## config.mk

```make
export PLATFORM = sky130hd
export DESIGN_NAME = bounded_job_stack_with_eviction_flat
export DESIGN_NICKNAME = d
export VERILOG_FILES = /design/src/hw/rtl/bjs_pkg.sv /design/src/hw/rtl/bjs_if.sv /design/src/hw/rtl/bjs_ram.sv /design/src/hw/rtl/bounded_job_stack_with_eviction.sv /design/src/flat_wrapper.sv
export SDC_FILE = /design/constraint.sdc
export NUM_CORES = 2
export LEC_CHECK = 0
export ABC_AREA = 1
export BUFFER_PORTS_ARGS = -buffer_cell sky130_fd_sc_hd__buf_2
export CAP_MARGIN = 20
export CORE_MARGIN = 1.5
export CORE_UTILIZATION = 39
export DETAILED_ROUTE_END_ITERATION = 6
export PLACE_DENSITY_LB_ADDON = 0.12
export SLEW_MARGIN = 25
export SYNTH_ARGS = -nofsm -noshare
export SYNTH_HDL_FRONTEND = slang
export SYNTH_HIERARCHICAL = 1
export SYNTH_SLANG_ARGS = --single-unit
```

## constraint.sdc

```tcl
create_clock -name clk -period 19.3 [get_ports clk]
set_input_delay 3.86 -clock clk [delete_from_list [all_inputs] [get_ports clk]]
set_output_delay 3.86 -clock clk [all_outputs]
set_load 0.02 [all_outputs]
```

## src/hw/rtl/bjs_pkg.sv

```systemverilog
// Package for the bounded job stack: field widths, action codes, beat and
// memory entry types, controller states. No dependencies.
`timescale 1ns / 1ps

package bjs_pkg;

  localparam int SLOTS_DEFAULT = 16;
  localparam int ACT_W = 3;
  localparam int ID_W = 31;
  localparam int PAY_W = 64;

  localparam logic [ACT_W-1:0] ACT_PUSH = 3'd0;
  localparam logic [ACT_W-1:0] ACT_PEEK = 3'd1;
  localparam logic [ACT_W-1:0] ACT_PULL = 3'd2;
  localparam logic [ACT_W-1:0] ACT_FIND = 3'd3;
  localparam logic [ACT_W-1:0] ACT_CUT  = 3'd4;

  typedef struct packed {
    logic [ACT_W-1:0] action;
    logic [ID_W-1:0]  entry_id;
    logic [PAY_W-1:0] entry_payload;
  } in_item_t;

  typedef struct packed {
    logic [ID_W-1:0]  out_id;
    logic [PAY_W-1:0] out_payload;
    logic             hit;
    logic             evicted_valid;
    logic [ID_W-1:0]  evicted_id;
  } out_item_t;

  typedef struct packed {
    logic [ID_W-1:0]  id;
    logic [PAY_W-1:0] payload;
  } mem_entry_t;

  localparam int ENTRY_W = $bits(mem_entry_t);

  typedef enum logic [2:0] {
    ST_IDLE,
    ST_EVICT,
    ST_READ,
    ST_FIND,
    ST_CUT
  } state_t;

endpackage

```

## src/hw/rtl/bjs_if.sv

```systemverilog
// Valid/ready channels for the job stack: request beats and result beats.
// Depends on bjs_pkg.
`timescale 1ns / 1ps

interface bjs_in_if import bjs_pkg::*; ();
  logic     valid;
  logic     ready;
  in_item_t data;

  modport source (output valid, output data, input ready);
  modport sink (input valid, input data, output ready);
endinterface

interface bjs_out_if import bjs_pkg::*; ();
  logic      valid;
  logic      ready;
  out_item_t data;

  modport source (output valid, output data, input ready);
  modport sink (input valid, input data, output ready);
endinterface

```

## src/hw/rtl/bjs_ram.sv

```systemverilog
// Generic simple dual-port RAM: one write port, one read port, registered read.
// No dependencies.
`timescale 1ns / 1ps

module bjs_ram #(
  parameter int WIDTH = 8,
  parameter int DEPTH = 16
) (
  input  logic                                     clk,
  input  logic                                     we,
  input  logic [((DEPTH > 1) ? $clog2(DEPTH) : 1)-1:0] waddr,
  input  logic [WIDTH-1:0]                         wdata,
  input  logic [((DEPTH > 1) ? $clog2(DEPTH) : 1)-1:0] raddr,
  output logic [WIDTH-1:0]                         rdata
);

  logic [WIDTH-1:0] mem [DEPTH];

  always_ff @(posedge clk) begin
    if (we) begin
      mem[waddr] <= wdata;
    end
    rdata <= mem[raddr];
  end

endmodule

```

## src/hw/rtl/bounded_job_stack_with_eviction.sv

```systemverilog
// Bounded job stack with oldest-entry eviction; ring of SLOTS entries in bjs_ram.
// Depends on bjs_pkg, bjs_if, bjs_ram.
// Push without eviction, failing ops and short cut answer from the idle state; push
// with eviction, peek and pull take the registered RAM read in ST_EVICT or ST_READ;
// find walks entries in ST_FIND and cut moves entries in ST_CUT. One request at a
// time; the single read port walks one entry per cycle.
// Reset (synchronous, rst high): stack empty, cursor cleared; storage left as is.
`timescale 1ns / 1ps

module bounded_job_stack_with_eviction import bjs_pkg::*; #(
  parameter int SLOTS = SLOTS_DEFAULT
) (
  input logic       clk,
  input logic       rst,
  bjs_in_if.sink    in_ch,
  bjs_out_if.source out_ch
);

  localparam int IDX_W = (SLOTS > 1) ? $clog2(SLOTS) : 1;
  localparam logic [IDX_W-1:0] LAST = IDX_W'(SLOTS - 1);

  function automatic logic [IDX_W-1:0] next_slot(input logic [IDX_W-1:0] i);
    return (i == LAST) ? '0 : i + 1'b1;
  endfunction

  function automatic logic [IDX_W-1:0] prev_slot(input logic [IDX_W-1:0] i);
    return (i == '0) ? LAST : i - 1'b1;
  endfunction

  state_t           state, state_next;
  logic [IDX_W-1:0] top_index, top_index_next;
  logic [IDX_W-1:0] bottom_index, bottom_index_next;
  logic [IDX_W-1:0] cursor_index, cursor_index_next;
  logic             cursor_valid, cursor_valid_next;
  logic [IDX_W-1:0] walk_index, walk_index_next;
  logic [ID_W-1:0]  find_id, find_id_next;
  logic             out_valid, out_valid_next;
  out_item_t        out_item, out_item_next;

  logic             mem_we;
  logic [IDX_W-1:0] mem_waddr;
  mem_entry_t       mem_wdata;
  logic [IDX_W-1:0] mem_raddr;
  mem_entry_t       mem_rdata;

  logic             accept;
  logic             empty;
  logic             full;
  logic [IDX_W-1:0] below_top;
  logic             find_match;
  logic             find_last;
  logic             cut_last;
  logic             cut_ok;
  logic             load_out;
  out_item_t        result;

  bjs_ram #(
    .WIDTH (ENTRY_W),
    .DEPTH (SLOTS)
  ) u_ram (
    .clk   (clk),
    .we    (mem_we),
    .waddr (mem_waddr),
    .wdata (mem_wdata),
    .raddr (mem_raddr),
    .rdata (mem_rdata)
  );

  assign in_ch.ready = (state == ST_IDLE) && (!out_valid || out_ch.ready);
  assign accept      = in_ch.valid && in_ch.ready;
  assign out_ch.valid = out_valid;
  assign out_ch.data  = out_item;

  assign empty      = (top_index == bottom_index);
  assign full       = (next_slot(top_index) == bottom_index);
  assign below_top  = prev_slot(top_index);
  assign find_match = (mem_rdata.id == find_id);
  assign find_last  = (walk_index == bottom_index);
  assign cut_last   = (next_slot(walk_index) == top_index);
  assign cut_ok     = cursor_valid && !empty;

  always_comb begin
    state_next = state;
    if (state == ST_IDLE) begin
      if (accept) begin
        unique case (in_ch.data.action) inside
          ACT_PUSH: begin
            if (full) begin
              state_next = ST_EVICT;
            end
          end
          ACT_PEEK, ACT_PULL: begin
            if (!empty) begin
              state_next = ST_READ;
            end
          end
          ACT_FIND: begin
            if (in_ch.data.entry_id != '0 && !empty) begin
              state_next = ST_FIND;
            end
          end
          ACT_CUT: begin
            if (cut_ok && cursor_index != below_top) begin
              state_next = ST_CUT;
            end
          end
          default: state_next = ST_IDLE;
        endcase
      end
    end else if (state == ST_FIND) begin
      if (find_match || find_last) begin
        state_next = ST_IDLE;
      end
    end else if (state == ST_CUT) begin
      if (cut_last) begin
        state_next = ST_IDLE;
      end
    end else begin
      state_next = ST_IDLE;
    end
  end

  always_comb begin
    top_index_next    = top_index;
    bottom_index_next = bottom_index;
    cursor_index_next = cursor_index;
    cursor_valid_next = cursor_valid;
    walk_index_next   = walk_index;
    find_id_next      = find_id;
    mem_we            = 1'b0;
    mem_waddr         = top_index;
    mem_wdata         = '{id: in_ch.data.entry_id, payload: in_ch.data.entry_payload};
    mem_raddr         = below_top;
    load_out          = 1'b0;
    result            = '0;

    unique case (state)
      ST_IDLE: begin
        if (accept) begin
          unique case (in_ch.data.action) inside
            ACT_PUSH: begin
              mem_we         = 1'b1;
              top_index_next = next_slot(top_index);
              if (full) begin
                bottom_index_next = next_slot(bottom_index);
                mem_raddr         = bottom_index;
                if (cursor_valid && cursor_index == bottom_index) begin
                  cursor_valid_next = 1'b0;
                end
              end else begin
                load_out   = 1'b1;
                result.hit = 1'b1;
              end
            end
            ACT_PEEK, ACT_PULL: begin
              if (empty) begin
                load_out = 1'b1;
              end else if (in_ch.data.action == ACT_PULL) begin
                top_index_next = below_top;
                if (cursor_valid && cursor_index == below_top) begin
                  cursor_valid_next = 1'b0;
                end
              end
            end
            ACT_FIND: begin
              cursor_valid_next = 1'b0;
              find_id_next      = in_ch.data.entry_id;
              walk_index_next   = below_top;
              if (in_ch.data.entry_id == '0 || empty) begin
                load_out = 1'b1;
              end
            end
            ACT_CUT: begin
              if (cut_ok) begin
                cursor_valid_next = 1'b0;
                top_index_next    = below_top;
                walk_index_next   = cursor_index;
                mem_raddr         = next_slot(cursor_index);
                if (cursor_index == below_top) begin
                  load_out   = 1'b1;
                  result.hit = 1'b1;
                end
              end else begin
                load_out = 1'b1;
              end
            end
            default: load_out = 1'b1;
          endcase
        end
      end
      ST_EVICT: begin
        load_out             = 1'b1;
        result.hit           = 1'b1;
        result.evicted_valid = 1'b1;
        result.evicted_id    = mem_rdata.id;
      end
      ST_READ: begin
        load_out           = 1'b1;
        result.hit         = 1'b1;
        result.out_id      = mem_rdata.id;
        result.out_payload = mem_rdata.payload;
      end
      ST_FIND: begin
        if (find_match) begin
          cursor_index_next  = walk_index;
          cursor_valid_next  = 1'b1;
          load_out           = 1'b1;
          result.hit         = 1'b1;
          result.out_id      = mem_rdata.id;
          result.out_payload = mem_rdata.payload;
        end else if (find_last) begin
          load_out = 1'b1;
        end else begin
          walk_index_next = prev_slot(walk_index);
          mem_raddr       = prev_slot(walk_index);
        end
      end
      ST_CUT: begin
        mem_we          = 1'b1;
        mem_waddr       = walk_index;
        mem_wdata       = mem_rdata;
        walk_index_next = next_slot(walk_index);
        mem_raddr       = next_slot(next_slot(walk_index));
        if (cut_last) begin
          load_out   = 1'b1;
          result.hit = 1'b1;
        end
      end
      default: load_out = 1'b0;
    endcase

    out_valid_next = out_valid && !out_ch.ready;
    out_item_next  = out_item;
    if (load_out) begin
      out_valid_next = 1'b1;
      out_item_next  = result;
    end
  end

  always_ff @(posedge clk) begin
    if (rst) begin
      state        <= ST_IDLE;
      top_index    <= '0;
      bottom_index <= '0;
      cursor_index <= '0;
      cursor_valid <= 1'b0;
      out_valid    <= 1'b0;
    end else begin
      state        <= state_next;
      top_index    <= top_index_next;
      bottom_index <= bottom_index_next;
      cursor_index <= cursor_index_next;
      cursor_valid <= cursor_valid_next;
      out_valid    <= out_valid_next;
    end
    walk_index <= walk_index_next;
    find_id    <= find_id_next;
    out_item   <= out_item_next;
  end

`ifndef NO_ASSERTIONS
  a_index_range: assert property (@(posedge clk) disable iff (rst)
    (top_index <= LAST) && (bottom_index <= LAST))
    else $error("stack index beyond ring");

  a_push_advance: assert property (@(posedge clk) disable iff (rst)
    accept && in_ch.data.action == ACT_PUSH |=> top_index == next_slot($past(top_index)))
    else $error("push did not advance top");

  a_cut_bound: assert property (@(posedge clk) disable iff (rst)
    state == ST_CUT |-> walk_index != top_index)
    else $error("cut walk reached top");

  a_result_idle: assert property (@(posedge clk) disable iff (rst)
    $rose(out_ch.valid) |-> state == ST_IDLE)
    else $error("result beat loaded while busy");

  a_cut_clears: assert property (@(posedge clk) disable iff (rst)
    accept && in_ch.data.action == ACT_CUT |=> !cursor_valid)
    else $error("cursor survived cut");
`endif

endmodule

```

## src/flat_wrapper.sv

```systemverilog
// flat-port wrapper written by rule: the top's interface ports become plain ports
module bounded_job_stack_with_eviction_flat import bjs_pkg::*;
#(
  parameter int SLOTS = SLOTS_DEFAULT
)
  (clk, rst, in_ch_valid, in_ch_data, in_ch_ready, out_ch_valid, out_ch_data, out_ch_ready);
  bjs_in_if in_ch_i ();
  bjs_out_if out_ch_i ();
  input logic clk;
  input logic rst;
  input wire logic [$bits(in_ch_i.valid)-1:0] in_ch_valid;
  input wire logic [$bits(in_ch_i.data)-1:0] in_ch_data;
  output wire logic [$bits(in_ch_i.ready)-1:0] in_ch_ready;
  output wire logic [$bits(out_ch_i.valid)-1:0] out_ch_valid;
  output wire logic [$bits(out_ch_i.data)-1:0] out_ch_data;
  input wire logic [$bits(out_ch_i.ready)-1:0] out_ch_ready;
  assign in_ch_i.valid = in_ch_valid;
  assign in_ch_i.data = in_ch_data;
  assign in_ch_ready = in_ch_i.ready;
  assign out_ch_valid = out_ch_i.valid;
  assign out_ch_data = out_ch_i.data;
  assign out_ch_i.ready = out_ch_ready;
  bounded_job_stack_with_eviction #(.SLOTS(SLOTS)) u_core (.clk(clk), .rst(rst), .in_ch(in_ch_i), .out_ch(out_ch_i));
endmodule
```

# --- After elaboration in Yosys (flattened, before gate mapping) ---
# Memory sizes are Yosys's and may differ from the RTL's. A register that Yosys moved wholly into a read port is not among the register bits.
# Cells that the tools add are included.
totals:
  ff_bits: 180
  wordCells: 164
  ramBits: 1520
  memories: 1
memory_table:
  columns: ["name", "depth", "word_bits", "rd", "rd_ports_with_merged_regs", "write_ports", "line", "rtl"]
  rows:
  - ["u_core.u_ram.mem", 16, 95, 1, 1, 1, "bjs_ram.sv:17", "logic [WIDTH-1:0] mem [DEPTH];"]
classes:
  reduce_logical: 32
  eq_ne: 40
  n_mux: 71
  add_sub_neg: 7
ops:
  columns: ["op", "n"]
  rows:
  - ["one-hot mux 95 bit (2 select lines)", 1]
  - ["2-to-1 mux 96 bit", 1]
  - ["2-to-1 mux 95 bit", 1]
  - ["2-to-1 mux 4 bit", 20]
  - ["one-hot mux 4 bit (3 select lines)", 3]
  - ["2-to-1 mux 32 bit", 1]
  - ["== test 31 bit", 1]
  - ["logical NOT 31 bit", 1]
  - ["nonzero test 31 bit", 1]
  - ["2-to-1 mux 3 bit", 10]
  - ["== test 4 bit", 6]
  - ["2-to-1 mux 1 bit", 24]
  - ["inequality test 3 bit (second input constant)", 7]
  - ["adder 4 x 1 -> 4 bit (second input constant)", 5]
  - ["== test 4 bit (second input constant)", 5]
  - ["one-hot mux 1 bit (4 select lines)", 4]
  - ["one-hot mux 4 bit (2 select lines)", 2]
  - ["== test 3 x 2 -> 1 bit (second input constant)", 4]
  - ["one-hot mux 3 bit (4 select lines)", 1]
  - ["AND reduction 6 bit", 2]
  - ["AND reduction 10 bit", 1]
  - ["inequality test 3 x 2 -> 1 bit (second input constant)", 3]
  - ["logical AND 1 bit", 8]
  - ["logical NOT 4 bit", 2]
  - ["other kinds (19)", 36]

# --- Logic depth before layout (Yosys ltp) ---
depth:
  ltp_word: 10
  ltp_mapped: 24

# --- By module ---
# The synthesis kept the hierarchy.
by_module_without_submodules:
  columns: ["mod", "seq_area_each_um2", "instances", "area_each_um2", "cells_each"]
  rows:
  - ["bjs_ram", 47545.6, 1, 66810.3, 6236]
  - ["bounded_job_stack_with_eviction", 5235.0, 1, 9994.6, 1240]

# --- Worst setup path before layout ---
# Ideal clock, no wire load.
synth_timing:
  path_kind: "input port to flip-flop"
  start: "input in_ch_data[96]"
  end: "memory u_core/u_ram/mem[12][0] (netlist name) (enable)"
  stages: 9
  arrival_time_ns: 8.779
  setup_ns: 0.550
  path_slack_ns: 9.971
  required_ns: 18.750
  path_cell_list: "or2_1 > buf_6 > nor2_8 > inv_4 > nor2_2 > inv_2 > nand2_1 > nand3_1 > nor2_1"
synth_via:
  elab_chain_len: 6
synth_lines:
  columns: ["item", "line", "rtl"]
  rows:
  - ["start, declared", "flat_wrapper.sv:12", "input wire logic [$bits(in_ch_i.data)-1:0] in_ch_data;"]
  - ["logical NOT 3 bit (no source line)", null, null]
  - ["2-to-1 mux 1 bit", "bounded_job_stack_with_eviction.sv:140", "unique case (in_ch.data.action) inside"]
  - ["2-to-1 mux 1 bit", "bounded_job_stack_with_eviction.sv:139", "if (accept) begin"]
  - ["one-hot mux 1 bit (2 select lines)", "bounded_job_stack_with_eviction.sv:137", "unique case (state)"]
  - ["via u_core.mem_we", "bounded_job_stack_with_eviction.sv:40", "logic mem_we;"]
  - ["2-to-1 mux 1 bit", "bjs_ram.sv:20", "if (we) begin"]
  - ["2-to-1 mux 1 bit (implied by the code)", "bjs_ram.sv:21", "mem[waddr] <= wdata;"]
  - ["end, declared", "bjs_ram.sv:17", null]
# The timed path passes the listed nets, and every way through them passes these cells.

# --- Worst setup path in the final report ---
layout_timing:
  start: "input in_ch_data[96]"
  end: "register u_core.u_ram.rdata[33] (read register of u_core.u_ram.mem)"
layout_via:
  elab_chain_len: 4
  elab_cells_between_ends: 5
layout_lines:
  columns: ["item", "line", "rtl"]
  rows:
  - ["== test 3 bit (no source line) or logical NOT 3 bit (tied branches)", null, null]
  - ["one-hot mux 4 bit (2 select lines) *", "bounded_job_stack_with_eviction.sv:140", null]
  - ["2-to-1 mux 4 bit *", "bounded_job_stack_with_eviction.sv:139", null]
  - ["one-hot mux 4 bit (3 select lines) *", "bounded_job_stack_with_eviction.sv:137", null]
  - ["via u_core.mem_raddr[0]", "bounded_job_stack_with_eviction.sv:43", "logic [IDX_W-1:0] mem_raddr;"]
  - ["end, declared", "bjs_ram.sv:14", "output logic [WIDTH-1:0] rdata"]
# Mark *: on every way through the listed nets, which the timed path passes. The rest lies on a longest branch.
# A chain may end at the register's enable or synchronous reset.

==> summary.md <==
| Metric | Value |
|---|---|
| Status | `finished, final reports clean` |
| Simple-gate share of the synthesized area | `20.9%` |
| Async SR Flop Fraction | `0%` |
| Startpoint types | `primary input` |
| Std-Cell Rows | `162` |
| Power Internal | `0.00885 W` |
| Max-capacitance violation count | `0` |
| Worst IR Drop VDD | `0.184 mV` |
| Root buffer cell | `clkbuf_16` |
| Clk pin slew, worst setup/hold paths | `0.06 ns` |
| Worst r2r src | `u_core/find_id[6]` |
| Seq cells post-synth | `1,795` |
| CP Class | `in -> reg` |
| Worst setup path start | `in_ch_data[96]` |
| Clock power frac | `23.1%` |
| CP max-delay cell | `buf_4` |
| Commonest non-fill, non-tap cell in the layout | `nand2_1` |
| Most frequent cells in the layout | `nand2_1 (2,339), edfxtp_1 (1,683), inv_1 (1,304)` |
| Gr usage total | `21.2%` |
| Num ports | `232` |
| Worst stage delay on the critical path | `0.93 ns` |
| Worst Path Max Fanout | `126` |
| # clock sinks | `1,795` |
| Syn avg cell area | `10.3 µm²` |
| Final Setup Violations | `0` |
| Share of cells above drive strength 1 | `9.40%` |
| Multiplexer area fraction after synthesis | `0%` |
| Seq/Total Area, Yosys | `68.7%` |
| Routed Antenna Nets | `0` |
| Fill count | `18,300` |
| Relative slew slack | `29.1%` |
| Post-synth top area cell | `edfxtp_1` |
| Bufs on Longest Clock Path | `3` |
| Hold Path Stages | `2` |
| RSZ-0062 raised after global routing | `no` |
| Synth Area in Compound Gates | `1.07%` |
| Post-route DRC | `0` |
| Switching share of power | `42.6%` |
| Hold violation count in the final report | `0` |
| Post-CTS Setup Inserts | `0` |
| Average routed wire per standard cell | `20.2 µm` |
| Reg power frac | `33.9%` |
| Fmax | `111 MHz` |
| Core footprint | `0.195 mm²` |
| Pwr Total | `0.0154 W` |
| Die Wd | `447 µm` |
| IO buf count | `231` |
| Synthesized-area fraction occupied by adder cells | `0.114%` |
| Die height | `447 µm` |
| Psw | `0.00657 W` |
| First-pass GRT wire length | `316,000 µm` |
| Required time of the critical path | `20.01 ns` |
| Top cells by area, synth | `edfxtp_1 (66%), nand2_1 (11%), nand3_1 (7.7%)` |
| Post-Synth XOR/XNOR Area | `0.239%` |
| Synthesized cell area | `0.0768 mm²` |
| Crit-path most repeated cell | `nand2_1` |
| Setup_tns | `0 ns` |
| CTS tree | `yes` |
| Total grt overflow | `0` |
| Vias in the first global route | `49,000` |
| Final HPWL DP | `103,000 µm` |
| Largest family of logic cells by synthesized area | `simple AND/OR/NAND/NOR gates` |
| Slew @ Worst Pin | `1.06 ns` |
| Routability congestion estimate | `0.863` |
| Final #Nets | `7,804` |
| Hold Path Class | `reg -> reg` |
| Distinct cells, synth | `42` |
| Critical-path cell list | `buf_2 -> or2_1 -> nor2_8 -> inv_2 -> nor2_2 -> nand2_1 -> nand2_1 -> o21ai_1 -> nand2_1 -> nand4_1 -> buf_4 -> inv_8 -> buf_4 -> buf_4 -> buf_4 -> nand2_1 -> nand3_1 -> nand3_1 -> nand3_1 -> nand2_1` |
| Via density | `4.87` |
| Layout area overhead | `13.3%` |
| Post-CTS resize count | `0` |
| Initial antenna violation count | `4` |
| Worst Hold Launch | `u_core/state[2]` |
| Yosys top cell area share | `65.8%` |
| Arr. time, crit path | `9.75 ns` |
| Post-CTS Hold Fix Bufs | `0` |
| Initial core utilization | `39.3%` |
| Fin crit share | `46.8%` |
| Element type at the critical path end | `flip-flop` |
| Syn nets | `7,585` |
| Drt first pass iters | `6` |
| Post-Syn Instances | `7,476` |
| Initial DRC Count | `4,047` |
| Final Critical Period | `9.04 ns` |
| Largest net degree at the start of global routing | `159` |
| CTS buffer count | `191` |
| Leak | `37.1 nW` |
| Ys Warns | `6` |
| H-tree depth | `4` |
| Reg2Reg Depth | `20` |
| Combinational power share | `43.0%` |
| DRT Wirelength | `212,000 µm` |
| Die area | `0.200 mm²` |
| Max Slew Vio Count | `0` |
| Most used DFF post-synth | `edfxtp_1` |
| DR vias | `51,100` |
| PwrDens | `177 mW/mm²` |
| Worst Clk Skew | `0.0452 ns` |
| Clock Latency Late Sink | `0.84 ns` |
| Number of flops mapped to enable cells by yosys | `1,683` |
[sequential cells by signal, summed over array words and instances (netlist names)]
name                 flops
u_core/u_ram/mem      1520
u_core/out_ch.data     128
u_core/find_id          31
u_core/out_ch.valid      1
u_core/cursor_valid      1
u_core/bottom_index      4
u_core/u_ram/rdata      95
u_core/walk_index        4
u_core/cursor_index      4
u_core/top_index         4
u_core/state             3
[synth_stat cells (2+ instances only)]
master and instances:
o22ai_1 2, a21oi_1 20, buf_2 167, buf_1 30, nand2_1 2340, nor3_1 8, dfxtp_1 112, nand3_1 1180
nand4_2 2, nand4_1 13, nand2_2 10, ha_1 7, o21ai_1 6, nor2_1 222, o21ai_0 116, o221ai_1 3
inv_1 1307, buf_4 45, clkbuf_1 97, o211ai_1 3, nand2_4 4, nor2_2 9, inv_4 2, inv_2 20
nand3b_1 4, edfxtp_1 1683, xor2_1 6, buf_6 23, nor2_4 7, nor2_8 2, xnor2_1 15
[stage by stage]
stage | hold WS [ns] | instances | util (%) | worst slack [ns] | cell area, µm²
2_1_floorplan | 0.492 | 7476 | - | 9.97 | 76800
3_3_place_gp | 0.514 | 10100 | 41.4 | 9.66 | 80800
3_5_place_dp | 0.513 | 10100 | 41.4 | 9.52 | 80800
4_1_cts | 0.521 | 10500 | 44.5 | 10.39 | 86900
5_1_grt | 0.576 | 10500 | 44.6 | 9.84 | 87000
6_report | 0.518 | 10500 | 44.6 | 10.26 | 87000
[worst max-delay path: cells and delay by family]
kind | cells | cell delay [ns]
buffers and inverters | 7 | 3.74
and+or+nand+nor | 12 | 1.72
AOI/OAI and AO/OA | 1 | 0.07
[worst paths after layout]
kind / to / slack [ns]
setup / recovery: u_core/u_ram/rdata[33] / 10.26
hold / removal: u_core/state[2] / 0.52
setup reg to reg: u_core/u_ram/rdata[33] / 12.77
hold reg to reg: u_core/state[2] / 0.52
[power by group through the flow]
stage	clock [W]	combinational [W]	sequential [W]
6_report	0.00356	0.00663	0.00523
5_1_grt	0.00379	0.00743	0.00526
4_1_cts	0.00365	0.00674	0.00523
3_5_place_dp	0	0.00671	0.00531
3_3_place_gp	0	0.00669	0.00531
2_1_floorplan	0	0.00443	0.00548
[metal layers]
metal / GRT usage (%) / up-vias / routed length (µm)
met1: 29.0 / 25000 / 95300
li1: - / 24600 / -
met3: 2.50 / 294 / 10100
met5: 0 / - / 0
met2: 35.5 / 1262 / 101000
met4: 5.70 / 0 / 4890
[final cells by class]
type | count | area [µm²] | share of cell area, %
diodes | 1 | 2.50 | 0.00288
clock buffers | 273 | 5310 | 6.10
well taps | 2624 | 3280 | 3.77
flip-flops and latches | 1795 | 52800 | 60.7
repair buffers | 389 | 2540 | 2.92
multi-input cells | 3989 | 17300 | 19.9
inverters | 1329 | 5030 | 5.78
clock inverters | 86 | 769 | 0.884
[kinds of logic after synthesis]
group,after synthesis
AO/OA/AOI/OAI,156
buffers and inverters,1692
adder cells (fa/ha/maj),7
XOR/XNOR,21
flip-flops,1795
AND/OR/NAND/NOR,3805
No activity file was read; power rests on OpenSTA's default activity.
